## src/sv/lbt_pkg.sv

```systemverilog
// Types and constants for the block buffer tag engine.
// No dependencies; used by the top level, lbt_ctrl, lbt_dpath and lbt_checker.
package lbt_pkg;

    localparam int AGE_W = 32;

    localparam logic OP_ACCESS = 1'b0;
    localparam logic OP_INVAL  = 1'b1;

    typedef logic [7:0]  t_table_id;
    typedef logic [19:0] t_offset;
    typedef logic [3:0]  t_slot;
    typedef logic [4:0]  t_count;

    typedef struct packed {
        logic      op;
        t_table_id table_id;
        logic      file_kind;
        t_offset   block_offset;
    } t_req;

    typedef struct packed {
        logic      hit;
        t_slot     slot;
        logic      evicted;
        t_table_id victim_table;
        logic      victim_type;
        t_offset   victim_offset;
        t_count    freed_count;
    } t_rsp;

    typedef enum logic [2:0] {
        S_IDLE,
        S_MATCH,
        S_SELECT,
        S_SCAN,
        S_COMMIT
    } t_state;

    typedef struct packed {
        logic capture;
        logic match;
        logic select;
        logic scan;
        logic commit;
    } t_cmd;

    typedef struct packed {
        logic need_evict;
        logic scan_last;
    } t_status;

endpackage

```

## src/sv/lbt_stream_if.sv

```systemverilog
// Valid/ready stream interface carrying one payload word.
// Payload type is a parameter; depends on nothing else.
interface lbt_stream_if #(
    parameter type T = logic
);
    logic valid;
    logic ready;
    T     data;

    modport source (output valid, output data, input ready);
    modport sink   (input valid, input data, output ready);
endinterface

```

## src/sv/lru_block_buffer_tags.sv

```systemverilog
// Top level of the block buffer tag engine: sequencer plus datapath.
// Depends on lbt_pkg, lbt_stream_if, lbt_ctrl and lbt_dpath.
//
//   port    dir   word          meaning
//   i_req   in    lbt_pkg::t_req  access or table-file invalidate
//   o_rsp   out   lbt_pkg::t_rsp  hit/slot/victim or freed count
//
// A word passes through capture, match, select and commit; a miss with no
// free slot adds an age scan over all SLOTS slots before commit, one slot
// per cycle through the age read mux.
// Synchronous reset clears valid bits and ages; tags are left as they are.
// The result register holds one word; the next request is accepted and
// worked on while it waits, and its commit stalls until the register drains.
module lru_block_buffer_tags #(
    parameter int SLOTS       = 16,
    parameter int OFFSET_BITS = 20,
    parameter int TABLE_BITS  = 8
) (
    input  logic          i_clk,
    input  logic          i_rst_n,
    lbt_stream_if.sink    i_req,
    lbt_stream_if.source  o_rsp
);

    lbt_pkg::t_cmd    cmd;
    lbt_pkg::t_status status;
    logic             in_ready;
    logic             out_valid;

    lbt_ctrl u_ctrl (
        .i_clk       (i_clk),
        .i_rst_n     (i_rst_n),
        .i_in_valid  (i_req.valid),
        .o_in_ready  (in_ready),
        .o_out_valid (out_valid),
        .i_out_ready (o_rsp.ready),
        .i_status    (status),
        .o_cmd       (cmd)
    );

    lbt_dpath #(
        .SLOTS       (SLOTS),
        .OFFSET_BITS (OFFSET_BITS),
        .TABLE_BITS  (TABLE_BITS)
    ) u_dpath (
        .i_clk      (i_clk),
        .i_rst_n    (i_rst_n),
        .i_cmd      (cmd),
        .o_status   (status),
        .i_req_data (i_req.data),
        .o_rsp_data (o_rsp.data)
    );

    assign i_req.ready = in_ready;
    assign o_rsp.valid = out_valid;

endmodule

```

## src/sv/lbt_ctrl.sv

```systemverilog
// Sequencer for the tag engine: handshakes, step commands, result valid.
// Depends on lbt_pkg.
module lbt_ctrl (
    input  logic              i_clk,
    input  logic              i_rst_n,
    input  logic              i_in_valid,
    output logic              o_in_ready,
    output logic              o_out_valid,
    input  logic              i_out_ready,
    input  lbt_pkg::t_status  i_status,
    output lbt_pkg::t_cmd     o_cmd
);

    lbt_pkg::t_state r_state;
    lbt_pkg::t_state n_state;
    logic            r_out_valid;
    logic            n_out_valid;

    always_ff @(posedge i_clk) begin
        if (!i_rst_n) begin
            r_state     <= lbt_pkg::S_IDLE;
            r_out_valid <= 1'b0;
        end else begin
            r_state     <= n_state;
            r_out_valid <= n_out_valid;
        end
    end

    always_comb begin
        n_state    = r_state;
        o_cmd      = '0;
        o_in_ready = 1'b0;
        unique case (r_state)
            lbt_pkg::S_IDLE: begin
                o_in_ready = 1'b1;
                if (i_in_valid) begin
                    o_cmd.capture = 1'b1;
                    n_state       = lbt_pkg::S_MATCH;
                end
            end
            lbt_pkg::S_MATCH: begin
                o_cmd.match = 1'b1;
                n_state     = lbt_pkg::S_SELECT;
            end
            lbt_pkg::S_SELECT: begin
                o_cmd.select = 1'b1;
                n_state      = i_status.need_evict ? lbt_pkg::S_SCAN : lbt_pkg::S_COMMIT;
            end
            lbt_pkg::S_SCAN: begin
                o_cmd.scan = 1'b1;
                if (i_status.scan_last) begin
                    n_state = lbt_pkg::S_COMMIT;
                end
            end
            lbt_pkg::S_COMMIT: begin
                // result register must be empty or draining this cycle
                if (!r_out_valid || i_out_ready) begin
                    o_cmd.commit = 1'b1;
                    n_state      = lbt_pkg::S_IDLE;
                end
            end
            default: n_state = lbt_pkg::S_IDLE;
        endcase
        n_out_valid = o_cmd.commit | (r_out_valid & ~i_out_ready);
    end

    assign o_out_valid = r_out_valid;

endmodule

```

## src/sv/lbt_dpath.sv

```systemverilog
// Slot tags, valid bits, ages, match/priority logic, age scan, result register.
// Depends on lbt_pkg; driven by lbt_ctrl commands.
module lbt_dpath #(
    parameter int SLOTS       = 16,
    parameter int OFFSET_BITS = 20,
    parameter int TABLE_BITS  = 8
) (
    input  logic              i_clk,
    input  logic              i_rst_n,
    input  lbt_pkg::t_cmd     i_cmd,
    output lbt_pkg::t_status  o_status,
    input  lbt_pkg::t_req     i_req_data,
    output lbt_pkg::t_rsp     o_rsp_data
);

    localparam int IDX_W = $clog2(SLOTS);
    localparam int KEY_W = TABLE_BITS + 1;
    localparam int TAG_W = KEY_W + OFFSET_BITS;
    localparam int AGE_W = lbt_pkg::AGE_W;

    // tag layout: {table, type, offset}
    logic [SLOTS-1:0] r_valid;
    logic [TAG_W-1:0] r_tag [SLOTS];
    logic [AGE_W-1:0] r_age [SLOTS];

    logic             r_op;
    logic [TAG_W-1:0] r_key_tag;
    logic [SLOTS-1:0] r_match;
    logic [SLOTS-1:0] r_free;
    logic             r_hit;
    logic             r_evict;
    logic [IDX_W-1:0] r_target;
    logic [IDX_W-1:0] r_scan_idx;
    logic [AGE_W-1:0] r_best_age;
    lbt_pkg::t_rsp    r_rsp;

    logic [SLOTS-1:0] n_match;
    lbt_pkg::t_rsp    n_rsp;
    logic             hit_any;
    logic             free_any;
    logic             need_evict;
    logic [IDX_W-1:0] first_hit;
    logic [IDX_W-1:0] first_free;
    logic [AGE_W-1:0] scan_age;
    logic [TAG_W-1:0] victim_tag;

    // invalidate compares only table and type
    always_comb begin
        for (int i = 0; i < SLOTS; i++) begin
            if (r_op == lbt_pkg::OP_INVAL) begin
                n_match[i] = r_valid[i] &&
                    (r_tag[i][TAG_W-1:OFFSET_BITS] == r_key_tag[TAG_W-1:OFFSET_BITS]);
            end else begin
                n_match[i] = r_valid[i] && (r_tag[i] == r_key_tag);
            end
        end
    end

    always_comb begin
        first_hit  = '0;
        first_free = '0;
        for (int i = SLOTS - 1; i >= 0; i--) begin
            if (r_match[i]) first_hit = IDX_W'(i);
            if (r_free[i])  first_free = IDX_W'(i);
        end
    end

    assign hit_any    = |r_match;
    assign free_any   = |r_free;
    assign need_evict = (r_op == lbt_pkg::OP_ACCESS) && !hit_any && !free_any;
    assign scan_age   = r_age[r_scan_idx];
    assign victim_tag = r_tag[r_target];

    assign o_status.need_evict = need_evict;
    assign o_status.scan_last  = (r_scan_idx == IDX_W'(SLOTS - 1));

    always_comb begin
        n_rsp = '0;
        if (r_op == lbt_pkg::OP_INVAL) begin
            n_rsp.freed_count = lbt_pkg::t_count'($countones(r_match));
        end else begin
            n_rsp.hit     = r_hit;
            n_rsp.slot    = lbt_pkg::t_slot'(r_target);
            n_rsp.evicted = r_evict;
            if (r_evict) begin
                n_rsp.victim_table  = lbt_pkg::t_table_id'(victim_tag[TAG_W-1 -: TABLE_BITS]);
                n_rsp.victim_type   = victim_tag[OFFSET_BITS];
                n_rsp.victim_offset = lbt_pkg::t_offset'(victim_tag[OFFSET_BITS-1:0]);
            end
        end
    end

    // valid bits and ages
    always_ff @(posedge i_clk) begin
        if (!i_rst_n) begin
            r_valid <= '0;
            for (int i = 0; i < SLOTS; i++) begin
                r_age[i] <= '0;
            end
        end else if (i_cmd.commit) begin
            for (int i = 0; i < SLOTS; i++) begin
                if (r_op == lbt_pkg::OP_INVAL) begin
                    if (r_match[i]) begin
                        r_valid[i] <= 1'b0;
                        r_age[i]   <= '0;
                    end
                end else if (IDX_W'(i) == r_target) begin
                    r_valid[i] <= 1'b1;
                    r_age[i]   <= '0;
                end else if (r_valid[i] && (r_age[i] != '1)) begin
                    r_age[i] <= r_age[i] + 1'b1;
                end
            end
        end
    end

    always_ff @(posedge i_clk) begin
        if (i_cmd.commit && (r_op == lbt_pkg::OP_ACCESS)) begin
            r_tag[r_target] <= r_key_tag;
        end
    end

    always_ff @(posedge i_clk) begin
        if (i_cmd.capture) begin
            r_op      <= i_req_data.op;
            r_key_tag <= {TABLE_BITS'(i_req_data.table_id), i_req_data.file_kind,
                          OFFSET_BITS'(i_req_data.block_offset)};
        end
        if (i_cmd.match) begin
            r_match <= n_match;
            r_free  <= ~r_valid;
        end
        if (i_cmd.select) begin
            r_hit      <= hit_any;
            r_evict    <= need_evict;
            r_scan_idx <= '0;
            if (need_evict) begin
                r_target   <= '0;
                r_best_age <= '0;
            end else if (hit_any) begin
                r_target <= first_hit;
            end else begin
                r_target <= first_free;
            end
        end
        // oldest slot, lowest index wins a tie
        if (i_cmd.scan) begin
            r_scan_idx <= r_scan_idx + 1'b1;
            if (scan_age > r_best_age) begin
                r_best_age <= scan_age;
                r_target   <= r_scan_idx;
            end
        end
        if (i_cmd.commit) begin
            r_rsp <= n_rsp;
        end
    end

    assign o_rsp_data = r_rsp;

endmodule

```

## src/flat_wrapper.sv

```systemverilog
// flat-port wrapper written by rule: the top's interface ports become plain ports
module lru_block_buffer_tags_flat 
#(
    parameter int SLOTS       = 16,
    parameter int OFFSET_BITS = 20,
    parameter int TABLE_BITS  = 8
)
  (i_clk, i_rst_n, i_req_valid, i_req_data, i_req_ready, o_rsp_valid, o_rsp_data, o_rsp_ready);
  lbt_stream_if i_req_i ();
  lbt_stream_if o_rsp_i ();
  input  logic i_clk;
  input  logic i_rst_n;
  input wire logic [$bits(i_req_i.valid)-1:0] i_req_valid;
  input wire logic [$bits(i_req_i.data)-1:0] i_req_data;
  output wire logic [$bits(i_req_i.ready)-1:0] i_req_ready;
  output wire logic [$bits(o_rsp_i.valid)-1:0] o_rsp_valid;
  output wire logic [$bits(o_rsp_i.data)-1:0] o_rsp_data;
  input wire logic [$bits(o_rsp_i.ready)-1:0] o_rsp_ready;
  assign i_req_i.valid = i_req_valid;
  assign i_req_i.data = i_req_data;
  assign i_req_ready = i_req_i.ready;
  assign o_rsp_valid = o_rsp_i.valid;
  assign o_rsp_data = o_rsp_i.data;
  assign o_rsp_i.ready = o_rsp_ready;
  lru_block_buffer_tags #(.SLOTS(SLOTS), .OFFSET_BITS(OFFSET_BITS), .TABLE_BITS(TABLE_BITS)) u_core (.i_clk(i_clk), .i_rst_n(i_rst_n), .i_req(i_req_i), .o_rsp(o_rsp_i));
endmodule
```

## config.mk

```make
export PLATFORM = sky130hd
export DESIGN_NAME = lru_block_buffer_tags_flat
export DESIGN_NICKNAME = d
export VERILOG_FILES = /design/src/sv/lbt_pkg.sv /design/src/sv/lbt_stream_if.sv /design/src/sv/lru_block_buffer_tags.sv /design/src/sv/lbt_ctrl.sv /design/src/sv/lbt_dpath.sv /design/src/flat_wrapper.sv
export SDC_FILE = /design/constraint.sdc
export NUM_CORES = 1
export LEC_CHECK = 0
export ABC_CLOCK_PERIOD_IN_PS = 8450
export BUFFER_PORTS_ARGS = -buffer_cell sky130_fd_sc_hd__buf_4
export CORE_ASPECT_RATIO = 1.5
export CORE_UTILIZATION = 65
export CTS_CLUSTER_SIZE = 30
export DETAILED_ROUTE_END_ITERATION = 8
export PLACE_DENSITY = 0.9
export SLEW_MARGIN = 30
export SYNTH_ARGS = -nofsm -noshare
export SYNTH_HDL_FRONTEND = slang
export SYNTH_HIERARCHICAL = 1
export SYNTH_SLANG_ARGS = --single-unit
```

## constraint.sdc

```tcl
create_clock -name i_clk -period 8.45 [get_ports i_clk]
set_clock_uncertainty 0.2 [all_clocks]
set_input_delay 1.69 -clock i_clk [delete_from_list [all_inputs] [get_ports i_clk]]
set_output_delay 1.69 -clock i_clk [all_outputs]
set_load 0.03 [all_outputs]
```

==> flow_results.org <==
** Run status
- Outcome :: finished, final reports clean

** Floorplanning
- The die is approximately 240 um wide.
- # IOs :: 8
- Count of standard-cell rows :: between 100 and 150
- Total core area :: about 0.085 mm2
- Initial Utilization :: 66.0%
- Die outline height :: roughly 360 um
- DIE AREA :: approximately 0.088 mm2

** Clock tree
- CTS tree :: yes
- Skew-Pair Late Insertion Delay :: 0.72 ns
- In this run the deepest clock path goes through 3 buffers.
- TritonCTS buffer count :: 101
- CTS saw approximately 1,100 sinks.
- Once the clock tree was built, the setup fixing pass inserted 0 buffers.
- Root buffer cell :: sky130_fd_sc_hd__clkbuf_16
- CTS H-tree depth :: 3
- Post-cts hold buffer count :: 0
- In this run, post-CTS repair resized a total of 0 instances.
- Clock-pin slew was measured on the worst setup and hold paths at roughly 0.070 ns.

** GRT
- Wire length of the first global-routing pass :: roughly 240,000 um
- The initial antenna violation count was 13.
- Total Routing Usage GR :: 36.6%
- The number of global-route vias before repair is approximately 38,000.
- Entering global routing, the biggest net connects 57 pins.
- Sum of overflow across all layers after global routing :: 0

** Routing
- Wires add up to 160,000 um.
- In the routed design, unresolved DRC markers number 0.
- The count of nets left with antenna violations once routing finished came out at 0.
- Number of vias per cell :: between 6 and 7
- Iteration count of the initial detailed-routing pass :: 7
- In the final routed layout, each cell accounts on average for between 20 and 30 um.
- Number of DRC markers after the initial detailed-route iteration :: around 4,600
- Total vias in the final route :: a little under 40,000

** Final layout
- Compared with the post-synthesis result, the final layout area differs by 8.50%.
- Top library cells by usage in the layout, fill and taps aside :: sky130_fd_sc_hd__edfxtp_1 (1,043), sky130_fd_sc_hd__nor2_1 (609), sky130_fd_sc_hd__xor2_1 (521)
- Number of nets in the layout :: 4,590
- The finished cells cover roughly 0.06 mm2.
- The library cell used most frequently in the layout, excluding fill and tap cells, is sky130_fd_sc_hd__edfxtp_1.
- The filler cells instantiated in the layout total roughly 5,200.
- Cells with a size suffix above 1 make up 10.1% of the layout.

** Timing
- At the pin with the least slew margin, the transition time is between 1 and 1.5 ns.
- The number of hold violations in the final report is 0.
- Headroom to the max-slew limit came out at a little under a third.
- Final-report max-slew violation count :: 0
- Setup repair after global routing left no endpoint under its margin.
- Number of setup violations in the final report :: 0
- Static timing analysis puts the maximum clock frequency at 179 MHz.
- The clock period could shrink to 5.60 ns.
- For the final routed database, the setup TNS stands at 0 ns.
- The final critical path takes up between 60% and 70% of the cycle.

** Place
- Detailed placement finished with a half-perimeter wire length of around 110,000 um.
- Area after DPL :: 0.0576 mm2
- Global placement routability congestion :: between 1 and 1.5
- Port Buffers :: 7

** Setup path
- Chain of cells forming the critical path :: buf_4 > mux4_2 > mux4_2 > ha_1 > nand3_1 > or3_1 > nor4_1 > a211oi_1 > a31oi_4 > buf_4 > mux2_2
- STA classifies the critical path startpoint as a register.
- Required time of the critical path :: about 8.9 ns
- On the worst path, the slowest cell contributes a delay of between 0.9 and 1 ns.
- Kind of critical path :: register to register
- Top cell family by delay on the critical path :: multiplexers
- For the worst setup path, the data arrival time is roughly 6 ns.
- Worst-path cell with the longest stage delay :: sky130_fd_sc_hd__dfxtp_4
- Of all nets on the critical path, the largest fanout is between 50 and 60.
- Category of the worst setup path capture point :: register
- Bufs and invs on worst path :: 2

** Synthesis
- Count of synthesis-stage warnings from yosys :: 6
- Gate count of the mapped netlist :: approximately 4,500
- The cell area that synthesis handed to floorplanning was 0.0563 mm2.
- Post-synthesis average cell area :: ~12 um2

** Run
- Max-capacitance violation count :: 0

** Pwr
- In this run the power density over the cells is 199 mW/mm2.
- The worst-case IR drop observed on VDD is between 0.2 and 0.3 mV.
- For this design the static power due to leakage is between 20 and 25 nW.

** Min path
- The path class of the tightest hold or removal check is register to register.
[power by group]
part	leakage, nW	switching, mW	internal [mW]
clock network	1.69	2.11	2.65
registers	10.5	0.267	6.15
logic	7.79	0.610	0.405
[worst register-to-register path, delay by kind of cell, from the launching register on]
| kind | cells | cell delay [ns] |
|---|---|---|
| AO/OA/AOI/OAI | 2 | 0.79 |
| adder cells (fa/ha/maj) | 1 | 0.32 |
| flip-flops | 1 | 0.92 |
| buffers and inverters | 2 | 0.88 |
| multiplexers | 3 | 1.65 |
| AND/OR/NAND/NOR | 3 | 0.73 |
[registers in the layout, summed over array words and instances, names as in the netlist, named ones only]
signal	count
u_core/u_ctrl/o_out_valid	1
u_core/u_ctrl/r_state	3
u_core/u_dpath/o_rsp_data	1
u_core/u_dpath/r_age	512
u_core/u_dpath/r_best_age	32
u_core/u_dpath/r_free	16
u_core/u_dpath/r_key_tag	29
u_core/u_dpath/r_match	16
u_core/u_dpath/r_op	1
u_core/u_dpath/r_scan_idx	4
u_core/u_dpath/r_tag	464
u_core/u_dpath/r_target	4
u_core/u_dpath/r_valid	16
[final timing paths]
| check | from | end | cells after the start | slack (ns) |
|---|---|---|---|---|
| max | register | u_core/u_dpath/r_target[2] | 11 | 2.85 |
| min | u_core/u_dpath/r_best_age[15] | u_core/u_dpath/r_best_age[15] | 2 | 0.26 |
| max reg2reg | register | u_core/u_dpath/r_target[2] | 11 | 2.85 |
| min reg2reg | u_core/u_dpath/r_best_age[15] | u_core/u_dpath/r_best_age[15] | 2 | 0.26 |
[area by class of cell]
cell class              count  area [um2]  share of cell area (%)
flip-flops and latches   1103       32500                    53.2
multi-input cells        3092       22500                    36.9
clock buffers             125        2810                    4.59
well taps                1130        1410                    2.31
clock inverters            64         608                   0.995
repair buffers             73         608                   0.995
inverters                 156         586                   0.958
diodes                      9        22.5                  0.0369
[per-layer routing]
metal  global-route usage, %  vias to the layer above  wire, um
met5                       0                        -        79
met4                    30.9                       14     16100
met3                    8.62                      777     16100
met2                    60.1                     2552     76500
met1                    40.3                    18916     51500
li1                        -                    16382         -
[through the flow]
stage | total power, mW | cells | util (%) | setup slack [ns] | hold slack, ns
global placement | 7.44 | 5549 | 67.4 | 2.61 | 0.245
floorplan | 7.11 | 4549 | - | 3.75 | 0.238
global route | 12.5 | 5743 | 71.5 | 2.60 | 0.277
detailed placement | 7.48 | 5552 | 67.5 | 2.92 | 0.252
CTS | 12.2 | 5741 | 71.5 | 2.91 | 0.262
finish | 12.2 | 5752 | 71.6 | 2.85 | 0.262
Note: power is estimated with default switching activity, not from simulation.
